$ cat src/rtl/core/slwm_pkg.sv
package slwm_pkg;

  localparam int unsigned WindowMaxDefault = 64;

  localparam int ScoreW = 32;
  localparam int WlenW  = 7;
  localparam int BarW   = 12;
  localparam int AddrW  = 3;
  localparam int DataW  = 32;

  // product (hi - cur) * bar_height
  localparam int NumW = ScoreW + BarW;

  localparam logic [WlenW-1:0] WlenReset = WlenW'(64);
  localparam logic [BarW-1:0]  BarReset  = BarW'(400);

  // register index = paddr[2]
  typedef enum logic {
    REG_WLEN = 1'b0,
    REG_BAR  = 1'b1
  } reg_idx_e;

  typedef enum logic [1:0] {
    ST_IDLE,
    ST_SCAN,
    ST_DIV,
    ST_DONE
  } state_e;

  typedef struct packed {
    logic              start;
    logic [ScoreW-1:0] above;
    logic [ScoreW-1:0] span;
    logic [BarW-1:0]   bar;
  } scale_req_t;

  typedef struct packed {
    logic            done;
    logic [BarW-1:0] offset;
  } scale_rsp_t;

endpackage

$ cat src/rtl/core/slwm_scale.sv
module slwm_scale (
  input  logic                clk_i,
  input  logic                rst_ni,
  input  slwm_pkg::scale_req_t req_i,
  output slwm_pkg::scale_rsp_t rsp_o
);
  import slwm_pkg::*;

  localparam int CntW = $clog2(NumW + 1);

  logic              busy_q, busy_d;
  logic              done_q, done_d;
  logic [CntW-1:0]   cnt_q, cnt_d;
  logic [NumW-1:0]   num_q, num_d;
  logic [ScoreW-1:0] den_q, den_d;
  logic [ScoreW-1:0] rem_q, rem_d;
  logic [BarW-1:0]   quo_q, quo_d;

  logic [ScoreW:0]   trial;
  logic [ScoreW:0]   diff;
  logic              ge;

  // restoring division, one quotient bit per cycle
  assign trial = {rem_q, num_q[NumW-1]};
  assign diff  = trial - {1'b0, den_q};
  assign ge    = (trial >= {1'b0, den_q});

  always_comb begin
    busy_d = busy_q;
    done_d = 1'b0;
    cnt_d  = cnt_q;
    num_d  = num_q;
    den_d  = den_q;
    rem_d  = rem_q;
    quo_d  = quo_q;
    if (req_i.start) begin
      busy_d = 1'b1;
      cnt_d  = CntW'(NumW);
      num_d  = NumW'(req_i.above * req_i.bar);
      den_d  = req_i.span;
      rem_d  = '0;
      quo_d  = '0;
    end else if (busy_q) begin
      rem_d = ge ? diff[ScoreW-1:0] : trial[ScoreW-1:0];
      num_d = {num_q[NumW-2:0], 1'b0};
      quo_d = {quo_q[BarW-2:0], ge};
      cnt_d = cnt_q - CntW'(1);
      if (cnt_q == CntW'(1)) begin
        busy_d = 1'b0;
        done_d = 1'b1;
      end
    end
  end

  always_ff @(posedge clk_i or negedge rst_ni) begin
    if (!rst_ni) begin
      busy_q <= 1'b0;
      done_q <= 1'b0;
      cnt_q  <= '0;
    end else begin
      busy_q <= busy_d;
      done_q <= done_d;
      cnt_q  <= cnt_d;
    end
  end

  always_ff @(posedge clk_i) begin
    num_q <= num_d;
    den_q <= den_d;
    rem_q <= rem_d;
    quo_q <= quo_d;
  end

  assign rsp_o.done   = done_q;
  assign rsp_o.offset = quo_q;

endmodule

$ cat src/rtl/core/sliding_window_level_meter_core.sv
// Sliding-window level meter.
// Input channel (in_valid_i / in_stall_o): one item per score_i, or clear_i
// high to empty the window. Output channel (out_valid_o / out_stall_i): one
// item per input item with window min/max, flat flag, bar offset and the
// below-half flag. An item is taken at a clock edge with valid high and
// stall low.
// Flow, from the edge that takes an item to the edge that loads its result:
// a clear goes straight to the done state. A score walks the ring entries
// of the active window (up to WINDOW_MAX deep) through the single read
// port of the sample memory, does the last compare, then multiplies,
// starts and runs the bit-serial divider, picks up the quotient and loads
// the output. A flat window skips the divider.
// One item is in work at a time; the input stalls until the result is loaded
// and the next item can be taken in the next cycle. A result that finds the
// previous one still stalled in the output register waits, and so does the
// input. A stalled result holds in the output register until taken.
// Reset empties the window, zeroes the write pointer, sets window_length to
// 64 and bar_height to 400. The ring memory is not cleared; only entries
// already written are ever read. Configure over APB while idle only.
module sliding_window_level_meter_core #(
  parameter int unsigned WINDOW_MAX = slwm_pkg::WindowMaxDefault
) (
  input  logic                        clk_i,
  input  logic                        rst_ni,
  // config port
  input  logic                        psel,
  input  logic                        penable,
  input  logic                        pwrite,
  input  logic [slwm_pkg::AddrW-1:0]  paddr,
  input  logic [slwm_pkg::DataW-1:0]  pwdata,
  output logic [slwm_pkg::DataW-1:0]  prdata,
  output logic                        pready,
  // input items
  input  logic                        in_valid_i,
  output logic                        in_stall_o,
  input  logic [slwm_pkg::ScoreW-1:0] score_i,
  input  logic                        clear_i,
  // result items
  output logic                        out_valid_o,
  input  logic                        out_stall_i,
  output logic                        window_valid_o,
  output logic [slwm_pkg::ScoreW-1:0] window_min_o,
  output logic [slwm_pkg::ScoreW-1:0] window_max_o,
  output logic                        flat_o,
  output logic [slwm_pkg::BarW-1:0]   level_offset_o,
  output logic                        below_half_o
);
  import slwm_pkg::*;

  localparam int PtrW = $clog2(WINDOW_MAX);
  localparam int CntW = $clog2(WINDOW_MAX + 1);
  localparam int EW   = (CntW > WlenW) ? CntW : WlenW;

  localparam logic [PtrW-1:0] PtrLast = PtrW'(WINDOW_MAX - 1);
  localparam logic [CntW-1:0] CntMax  = CntW'(WINDOW_MAX);
  localparam logic [EW-1:0]   EwMax   = EW'(WINDOW_MAX);

  // ---------------------------------------------------------------
  // Config registers
  // ---------------------------------------------------------------
  logic [WlenW-1:0] wlen_q;
  logic [BarW-1:0]  bar_q;
  logic             cfg_we;
  reg_idx_e         cfg_idx;

  assign pready  = 1'b1;
  assign cfg_we  = psel & penable & pwrite;
  assign cfg_idx = reg_idx_e'(paddr[2]);

  always_ff @(posedge clk_i or negedge rst_ni) begin
    if (!rst_ni) begin
      wlen_q <= WlenReset;
      bar_q  <= BarReset;
    end else if (cfg_we) begin
      case (cfg_idx)
        REG_WLEN: wlen_q <= pwdata[WlenW-1:0];
        REG_BAR:  bar_q  <= pwdata[BarW-1:0];
        default:  ;
      endcase
    end
  end

  always_comb begin
    case (cfg_idx)
      REG_WLEN: prdata = DataW'(wlen_q);
      REG_BAR:  prdata = DataW'(bar_q);
      default:  prdata = '0;
    endcase
  end

  // ---------------------------------------------------------------
  // Control
  // ---------------------------------------------------------------
  state_e            state_q, state_d;
  logic [PtrW-1:0]   wp_q;
  logic [CntW-1:0]   fill_q;
  logic [CntW-1:0]   rem_q;
  logic              pend_q;
  logic              clr_q;
  logic              out_valid_q;

  logic [PtrW-1:0]   rd_idx_q;
  logic [ScoreW-1:0] rd_data_q;
  logic [ScoreW-1:0] cur_q, lo_q, hi_q;
  logic [BarW-1:0]   off_q;

  logic              accept;
  logic              out_free;
  logic              scan_done;
  logic              flat_now;
  logic              out_load;

  logic [CntW-1:0]   fill_nx;
  logic [EW-1:0]     wl_ext, wl_eff, fill_ext, n_eff;

  scale_req_t        req;
  scale_rsp_t        rsp;

  assign in_stall_o = (state_q != ST_IDLE);
  assign accept     = in_valid_i & ~in_stall_o;
  assign out_free   = ~out_valid_q | ~out_stall_i;
  assign scan_done  = (state_q == ST_SCAN) && (rem_q == '0) && !pend_q;
  assign flat_now   = (hi_q == lo_q);

  // active depth: window_length clamped to 1..WINDOW_MAX, then to fill
  always_comb begin
    fill_nx  = (fill_q != CntMax) ? fill_q + CntW'(1) : fill_q;
    wl_ext   = EW'(wlen_q);
    wl_eff   = (wl_ext == '0) ? EW'(1) : wl_ext;
    if (wl_eff > EwMax) wl_eff = EwMax;
    fill_ext = EW'(fill_nx);
    n_eff    = (wl_eff > fill_ext) ? fill_ext : wl_eff;
  end

  // next state
  always_comb begin
    state_d = state_q;
    case (state_q)
      ST_IDLE: if (accept) state_d = clear_i ? ST_DONE : ST_SCAN;
      ST_SCAN: if (scan_done) state_d = flat_now ? ST_DONE : ST_DIV;
      ST_DIV:  if (rsp.done) state_d = ST_DONE;
      ST_DONE: if (out_free) state_d = ST_IDLE;
      default: state_d = ST_IDLE;
    endcase
  end

  // FSM outputs
  always_comb begin
    req.start = scan_done && !flat_now;
    req.above = hi_q - cur_q;
    req.span  = hi_q - lo_q;
    req.bar   = bar_q;
    out_load  = (state_q == ST_DONE) && out_free;
  end

  always_ff @(posedge clk_i or negedge rst_ni) begin
    if (!rst_ni) begin
      state_q     <= ST_IDLE;
      wp_q        <= '0;
      fill_q      <= '0;
      rem_q       <= '0;
      pend_q      <= 1'b0;
      clr_q       <= 1'b0;
      out_valid_q <= 1'b0;
    end else begin
      state_q <= state_d;
      pend_q  <= (state_q == ST_SCAN) && (rem_q != '0);
      if (accept) begin
        clr_q <= clear_i;
        if (clear_i) begin
          fill_q <= '0;
          rem_q  <= '0;
        end else begin
          wp_q   <= (wp_q == PtrLast) ? '0 : wp_q + PtrW'(1);
          fill_q <= fill_nx;
          rem_q  <= CntW'(n_eff - EW'(1));
        end
      end else if ((state_q == ST_SCAN) && (rem_q != '0)) begin
        rem_q <= rem_q - CntW'(1);
      end
      if (out_load) begin
        out_valid_q <= 1'b1;
      end else if (!out_stall_i) begin
        out_valid_q <= 1'b0;
      end
    end
  end

  // ---------------------------------------------------------------
  // Sample ring: one write port, one registered read port
  // ---------------------------------------------------------------
  logic [ScoreW-1:0] ring_mem [WINDOW_MAX];

  always_ff @(posedge clk_i) begin
    if (accept && !clear_i) begin
      ring_mem[wp_q] <= score_i;
    end
    rd_data_q <= ring_mem[rd_idx_q];
  end

  // scan walks backward from the entry before the newest one
  always_ff @(posedge clk_i) begin
    if (accept && !clear_i) begin
      cur_q    <= score_i;
      lo_q     <= score_i;
      hi_q     <= score_i;
      rd_idx_q <= (wp_q == '0) ? PtrLast : wp_q - PtrW'(1);
    end else begin
      if ((state_q == ST_SCAN) && (rem_q != '0)) begin
        rd_idx_q <= (rd_idx_q == '0) ? PtrLast : rd_idx_q - PtrW'(1);
      end
      if (pend_q) begin
        if (rd_data_q < lo_q) lo_q <= rd_data_q;
        if (rd_data_q > hi_q) hi_q <= rd_data_q;
      end
    end
    if (scan_done && flat_now) begin
      off_q <= bar_q >> 1;
    end else if (rsp.done) begin
      off_q <= rsp.offset;
    end
  end

  slwm_scale u_scale (
    .clk_i  (clk_i),
    .rst_ni (rst_ni),
    .req_i  (req),
    .rsp_o  (rsp)
  );

  // ---------------------------------------------------------------
  // Output register
  // ---------------------------------------------------------------
  always_ff @(posedge clk_i) begin
    if (out_load) begin
      if (clr_q) begin
        window_valid_o <= 1'b0;
        window_min_o   <= '0;
        window_max_o   <= '0;
        flat_o         <= 1'b0;
        level_offset_o <= '0;
        below_half_o   <= 1'b0;
      end else begin
        window_valid_o <= 1'b1;
        window_min_o   <= lo_q;
        window_max_o   <= hi_q;
        flat_o         <= flat_now;
        level_offset_o <= off_q;
        // 2*(cur - lo) < (hi - lo); false when flat
        below_half_o   <= ({cur_q - lo_q, 1'b0} < {1'b0, hi_q - lo_q});
      end
    end
  end

  assign out_valid_o = out_valid_q;

endmodule

$ cat config.mk
export PLATFORM = sky130hd
export DESIGN_NAME = sliding_window_level_meter_core
export DESIGN_NICKNAME = d
export VERILOG_FILES = /design/src/rtl/core/slwm_pkg.sv /design/src/rtl/core/slwm_scale.sv /design/src/rtl/core/sliding_window_level_meter_core.sv
export SDC_FILE = /design/constraint.sdc
export NUM_CORES = 2
export LEC_CHECK = 0
export BUFFER_PORTS_ARGS = -buffer_cell sky130_fd_sc_hd__buf_2
export CORE_ASPECT_RATIO = 1.75
export CORE_MARGIN = 1.5
export CORE_UTILIZATION = 44
export DETAILED_ROUTE_END_ITERATION = 12
export GPL_TIMING_DRIVEN = 0
export PLACE_DENSITY = 0.61
export SLEW_MARGIN = 20
export SYNTH_ARGS = -nofsm -noshare
export SYNTH_HDL_FRONTEND = slang
export SYNTH_SLANG_ARGS = --single-unit
$ cat constraint.sdc
create_clock -name clk_i -period 7.1 [get_ports clk_i]
set_clock_uncertainty 0.2 [all_clocks]
set_input_delay 0.355 -clock clk_i [delete_from_list [all_inputs] [get_ports clk_i]]
set_output_delay 0.355 -clock clk_i [all_outputs]
set_load 0.05 [all_outputs]
Word-level counts from Yosys, hierarchy flattened
Memories as Yosys holds them, arrays and structs flattened. A register that Yosys moved wholly into a read port is not among the register bits.
Index checks and enable logic that the tools add are counted.
{"block": "classes", "n_mux": 45, "n_mul": 1, "reduce_logical": 30, "n_bitwise": 9, "eq_ne": 12, "n_addsub": 11, "order_cmp": 6}
{"cell": "two-way mux 32 bit", "count": 7}
{"cell": "subtractor 32 bit", "count": 4}
{"cell": "two-way mux 44 bit", "count": 2}
{"cell": "case mux 32 bit (2 select lines)", "count": 1}
{"cell": "two-way mux 7 bit", "count": 8}
{"cell": "multiplier 32 x 12 -> 44 bit", "count": 1}
{"cell": "two-way mux 6 bit", "count": 7}
{"cell": "greater-or-equal comparator 33 x 32 -> 1 bit", "count": 1}
{"cell": "less-than comparator 33 x 32 -> 1 bit", "count": 1}
{"cell": "equality test 32 bit", "count": 1}
{"cell": "> comparator 32 bit", "count": 1}
{"cell": "less-than comparator 32 bit", "count": 1}
{"cell": "two-way mux 11 bit", "count": 2}
{"cell": "subtractor 6 x 1 -> 6 bit, second input constant", "count": 3}
{"cell": "nonzero test 2 bit", "count": 8}
{"cell": "logical NOT 7 bit", "count": 2}
{"cell": "subtractor 7 x 1 -> 7 bit, second input constant", "count": 2}
{"cell": "logical NOT 6 bit", "count": 2}
{"cell": "two-way mux 1 bit", "count": 12}
{"cell": "two-way mux 2 bit", "count": 5}
{"cell": "AND reduction 2 bit", "count": 5}
{"cell": "case mux 2 bit (4 select lines)", "count": 1}
{"cell": "adder 7 x 1 -> 7 bit, second input constant", "count": 1}
{"cell": "> comparator 7 bit", "count": 1}
{"cell": "other kinds (17)", "count": 35}
{"block": "word_totals", "output_inout_bits": 114, "ff_bits": 365, "inputBits": 75, "ram_bits": 2048, "memories": 1, "word_cells": 143}
{"name": "ring_mem", "depth": 64, "width": 32, "read_ports": 1, "rd_clocked_by_memory_dff": 1, "wr": 1, "line_no": "sliding_window_level_meter_core.sv:192", "text": "logic [ScoreW-1:0] ring_mem [WINDOW_MAX];"}

Logic depth before layout (Yosys ltp)
{"block": "depth", "ltp_word": 9, "mapped_depth": 34, "ltp_nobuf": 32}

Hierarchy
From an unflattened synthesis, not the netlist that was laid out.
{"block": "hier_totals", "hier_cells": 6913, "area_unflattened_um2": 114209.5}
{"mod": "sliding_window_level_meter_core", "n_inst": 1, "area_per_inst_um2": 95141.2, "cells_per_inst": 4786, "seq_area_each_um2": 69031.2}
{"mod": "slwm_scale", "n_inst": 1, "area_per_inst_um2": 19068.3, "cells_per_inst": 2127, "seq_area_each_um2": 3363.2}

Worst setup path before layout
No wires, ideal clock.
{"block": "synth_path", "path_kind": "register to register", "startpoint": "reg hi_q[0]", "endpoint": "reg u_scale.num_q[42] (data pin)", "path_buffers": 2, "required_ns": 6.634, "arrival_ns": 7.177, "setup_time_ns": 0.266, "slack_ns": -0.543, "period_less_slack_ns": 7.643, "path_stages_with_launch": 35, "path_cell_list": "edfxtp_1 -> inv_1 -> ha_1 -> fa_1 -> nor2b_1 -> o21ai_1 -> a21oi_1 -> nor3_1 -> o21bai_1 -> a31o_2 -> a21o_1 -> a21oi_1 -> xnor2_1 -> clkbuf_1 -> nand2_1 -> fa_1 -> inv_1 -> fa_1 -> fa_1 -> fa_1 -> inv_1 -> fa_1 -> inv_1 -> ha_1 -> clkbuf_1 -> a21o_1 -> a221oi_1 -> a221o_1 -> a21oi_1 -> o21ai_0 -> o31ai_2 -> a21o_1 -> a31oi_1 -> xor2_1 -> o21ai_1"}
{"block": "synth_via", "elab_chain_cells": 4, "elab_cells_between_ends": 6, "classes_between": "add/sub (1); mul (1); eq/ne (1); mux (1); reduce/logical (2)"}
{"item": "start, declared", "line_no": "sliding_window_level_meter_core.sv:104", "text": "logic [ScoreW-1:0] cur_q, lo_q, hi_q;"}
{"item": "start signal, assigned", "line_no": "sliding_window_level_meter_core.sv:206", "text": "hi_q <= score_i;"}
{"item": "start signal, assigned", "line_no": "sliding_window_level_meter_core.sv:214", "text": "if (rd_data_q > hi_q) hi_q <= rd_data_q;"}
{"item": "parallel branches: the longest is 3 deep, another holds multiplier 32 x 12 -> 44 bit"}
{"item": "two-way mux 44 bit (*)", "line_no": "slwm_scale.sv:36", "text": "if (req_i.start) begin"}
{"item": "via u_scale.num_d[42]", "line_no": "slwm_scale.sv:14", "text": "logic [NumW-1:0] num_q, num_d;"}
{"item": "end signal, assigned", "line_no": "slwm_scale.sv:68", "text": "num_q <= num_d;"}
{"item": "end, declared", "line_no": "slwm_scale.sv:14"}
Mark *: on every way through the listed nets, which the timed path passes.
A chain may end at the register's enable or synchronous reset.

Worst setup path in the final report
{"block": "layout_path", "startpoint": "reg hi_q[1]", "endpoint": "reg u_scale.num_q[43] (data pin)"}
The elaborated chain is that of the path after synthesis.

==> metrics.yaml <==
critical_path:
  cpMostUsedCell: "fa_1"
  critPathMaxStageDelay_ns: 0.60
  r2r_start: "hi_q[1]"
  cp_max_fo: 4
  startpoint: "hi_q[1]"
  worst-endpoint-arrival_ns: 8.60
  critPathKind: "flop to flop"
  start_kind: "flop"
  cpMaxStageDelayCell: "fa_2"
  cpLargestDelayFamily: "adder cells"
  end_kind: "flop"
  ff2ff_path_depth: 31
  cp_num_buf_inv: 5
  r2r_end: "u_scale.num_q[43]"
  cp_data_required_time_ns: 7.54
  reg2reg_slack_ns: -1.06
synth:
  yosysSeqAreaShare: 0.639
  syn_inst: 6827
  postSynth.asyncResetShare: 0.0213
  synth_area_leaders: "edfxtp_1, mux4_2, fa_1"
  avgSynthCellArea_um2: 16.6
  synth_top_family_by_area: "multiplexers"
  synth_area_mm2: 0.113
  synth_edf_count: 2316
  synth-simple-area-share: 0.0486
  synth_top_flop_cell: "edfxtp_1"
  synth_fa_ha_area_frac: 0.0894
  yosysTopAreaCellShare: 0.614
  ys_ff_latch: 2445
  yosysUniqueCellTypes: 85
  synth_top_area_cell: "edfxtp_1"
  yosysWarnings: 0
  synth.area.mux_share: 0.137
  synthXorXnorAreaFrac: 0.0142
  synth_compound_area_frac: 0.0421
grt:
  antenna_found_initial: 22
  grt_max_degree: 67
  grt_pass1_wl_mm: 483
  grt_usage: 0.262
  first_global_vias: 68100
  gr-total-overflow: 0
status:
  violations: "setup timing"
  outcome: "complete, but fails checks"
timing:
  worstMarginPinSlew_ns: 1.18
  fin_crit_sh: 1.15
  finalWorstSetupSlack_ns: -1.06
  hold_violations: 0
  period_minus_slack_ns: 8.16
  setup_viol: 27
  rsz0062_at_grt: "true"
  slew_violations: 0
  max_freq_mhz: 122
  relSlewSlack: 0.211
route:
  dr.pass1.iters: 8
  postRouteAntennaNets: 0
  vias: 64100
  vias_per_cell: 5.81
  first_iter_violations: 5480
  drc_errors: 0
  wl_per_cell_um: 31.0
  wirelength_mm: 342
clock_network:
  clkLatencyLatePin_ns: 0.93
  root_buffer: "clkbuf_16"
  cts_sinks: 2445
  h-tree-depth: 4
  clk_pin_slew_ns: 0.07
  tritoncts: "yes"
  numCtsBuffers: 215
  clock_path_buffers: 4
floorplan:
  coreArea_mm2: 0.256
  die_h_um: 674
  num_rows: 246
  dieArea_mm2: 0.261
  start_util: 0.442
  io_pins: 189
  dieWidth_um: 387
final_layout:
  nets: 8213
  syn2layout_area_growth_pct: 17.0
  final_core_util: 0.517
  layout_common_cells: "edfxtp_1, mux4_2, inv_1"
  drive_gt1_frac: 0.239
  layout_commonest_cell: "edfxtp_1"
worst_hold_path:
  min_path_cells: 3
  hold_start: "pwdata[10]"
  whs_endpoint: "bar_q[10]"
  hold_class: "input pin to flop"
place:
  post-dp-hpwl_mm: 248
  portBuffers: 145
  routabilityCongestion: 0.967
run:
  drv_cap: 0
cell usage after synthesis (24+ instances only):
library cell  number
a211oi_1          30
a21o_1           113
a21oi_1          215
and2_1           116
buf_1             38
buf_2             54
buf_4             24
clkbuf_1         217
dfrtp_1           48
dfxtp_1           77
edfxtp_1        2316
fa_1             304
ha_1             324
inv_1            526
mux2_2            56
mux2i_1           65
mux4_2           633
nand2_1          518
nand2b_1          40
nand3_1           53
nand4_1           37
nor2_1           284
nor2b_1           62
nor3_1            35
o21ai_0          142
o21ai_1           32
o21bai_1          25
o22ai_1           24
xnor2_1          106
xor2_1            78
state kept, by name (all words and copies together) (netlist names), 7 cells and up:
name            count
bar_q              12
cur_q              32
fill_q              7
hi_q               32
level_offset_o     12
lo_q               32
off_q              12
rd_data_q          32
rem_q               7
ring_mem         2048
u_scale.den_q      32
u_scale.num_q      44
u_scale.quo_q      12
u_scale.rem_q      32
window_max_o       32
window_min_o       32
wl_ext              7
final cells by class:
cell class	instances	area, um^2
flip-flops and latches	2445	72400
diodes	12	30.0
clock buffers	259	5580
plain buffers	332	1650
inverters	528	1980
fillers	20700	124000
multi-input cells	3540	39800
repair buffers	448	5590
well taps	3348	4190
clock inverters	133	1410
what timing repair did:
| action | 4_1_cts | 5_1_grt |
|---|---|---|
| setup buffers | 66 | 50 |
| endpoints found under the setup margin | 33 | 32 |
| hold endpoints to repair | 2107 | 65 |
| hold buffers | 55 | 1 |
| pin swaps | 98 | 97 |
| gates resized for setup | 228 | 134 |
worst max-delay path by stage:
stage                        endpoint  depth (start not counted)  slack, ns
floorplan           u_scale.num_q[41]                         33      -0.22
global placement    u_scale.num_q[43]                         30      -2.60
detailed placement  u_scale.num_q[43]                         31      -2.70
CTS                 u_scale.num_q[43]                         31      -1.04
global route        u_scale.num_q[41]                         35      -1.26
finish              u_scale.num_q[43]                         31      -1.06
logic make-up after synthesis:
group                    count (synthesis)
adder cells (fa/ha/maj)                628
AND/OR/NAND/NOR                       1210
other                                    2
multiplexers                           754
XOR/XNOR                               184
AO/OA/AOI/OAI                          743
buffers and inverters                  861
flip-flops                            2445
routing by layer:
| layer | vias up | GRT usage | part of all wire |
|---|---|---|---|
| met5 | - | 0 | 0.00031 |
| met4 | 14 | 0.184 | 0.084 |
| met3 | 828 | 0.0306 | 0.048 |
| met2 | 2361 | 0.494 | 0.54 |
| met1 | 33700 | 0.268 | 0.32 |
| li1 | 27200 | - | - |
worst min-delay path: cells and delay by family:
family                 cells  cell delay, ns
muxes                      1            0.13
buffers and inverters      2            0.61
stage by stage:
stage / setup WS [ns] / setup TNS, ns / cells / area [um^2] / hold WS, ns
floorplan: -0.220 / -1.15 / 6846 / 114000 / -0.141
global placement: -2.60 / -307.24 / 10300 / 119000 / 0.278
detailed placement: -2.70 / -55.09 / 10500 / 122000 / 0.263
CTS: -1.04 / -18.55 / 11000 / 132000 / 0.0105
global route: -1.26 / -26.04 / 11000 / 133000 / 0.0571
finish: -1.06 / -20.01 / 11000 / 133000 / 0.0545
Power is not shown: default switching activity piles up to over one toggle a cycle in this logic, so the estimate is an artifact.
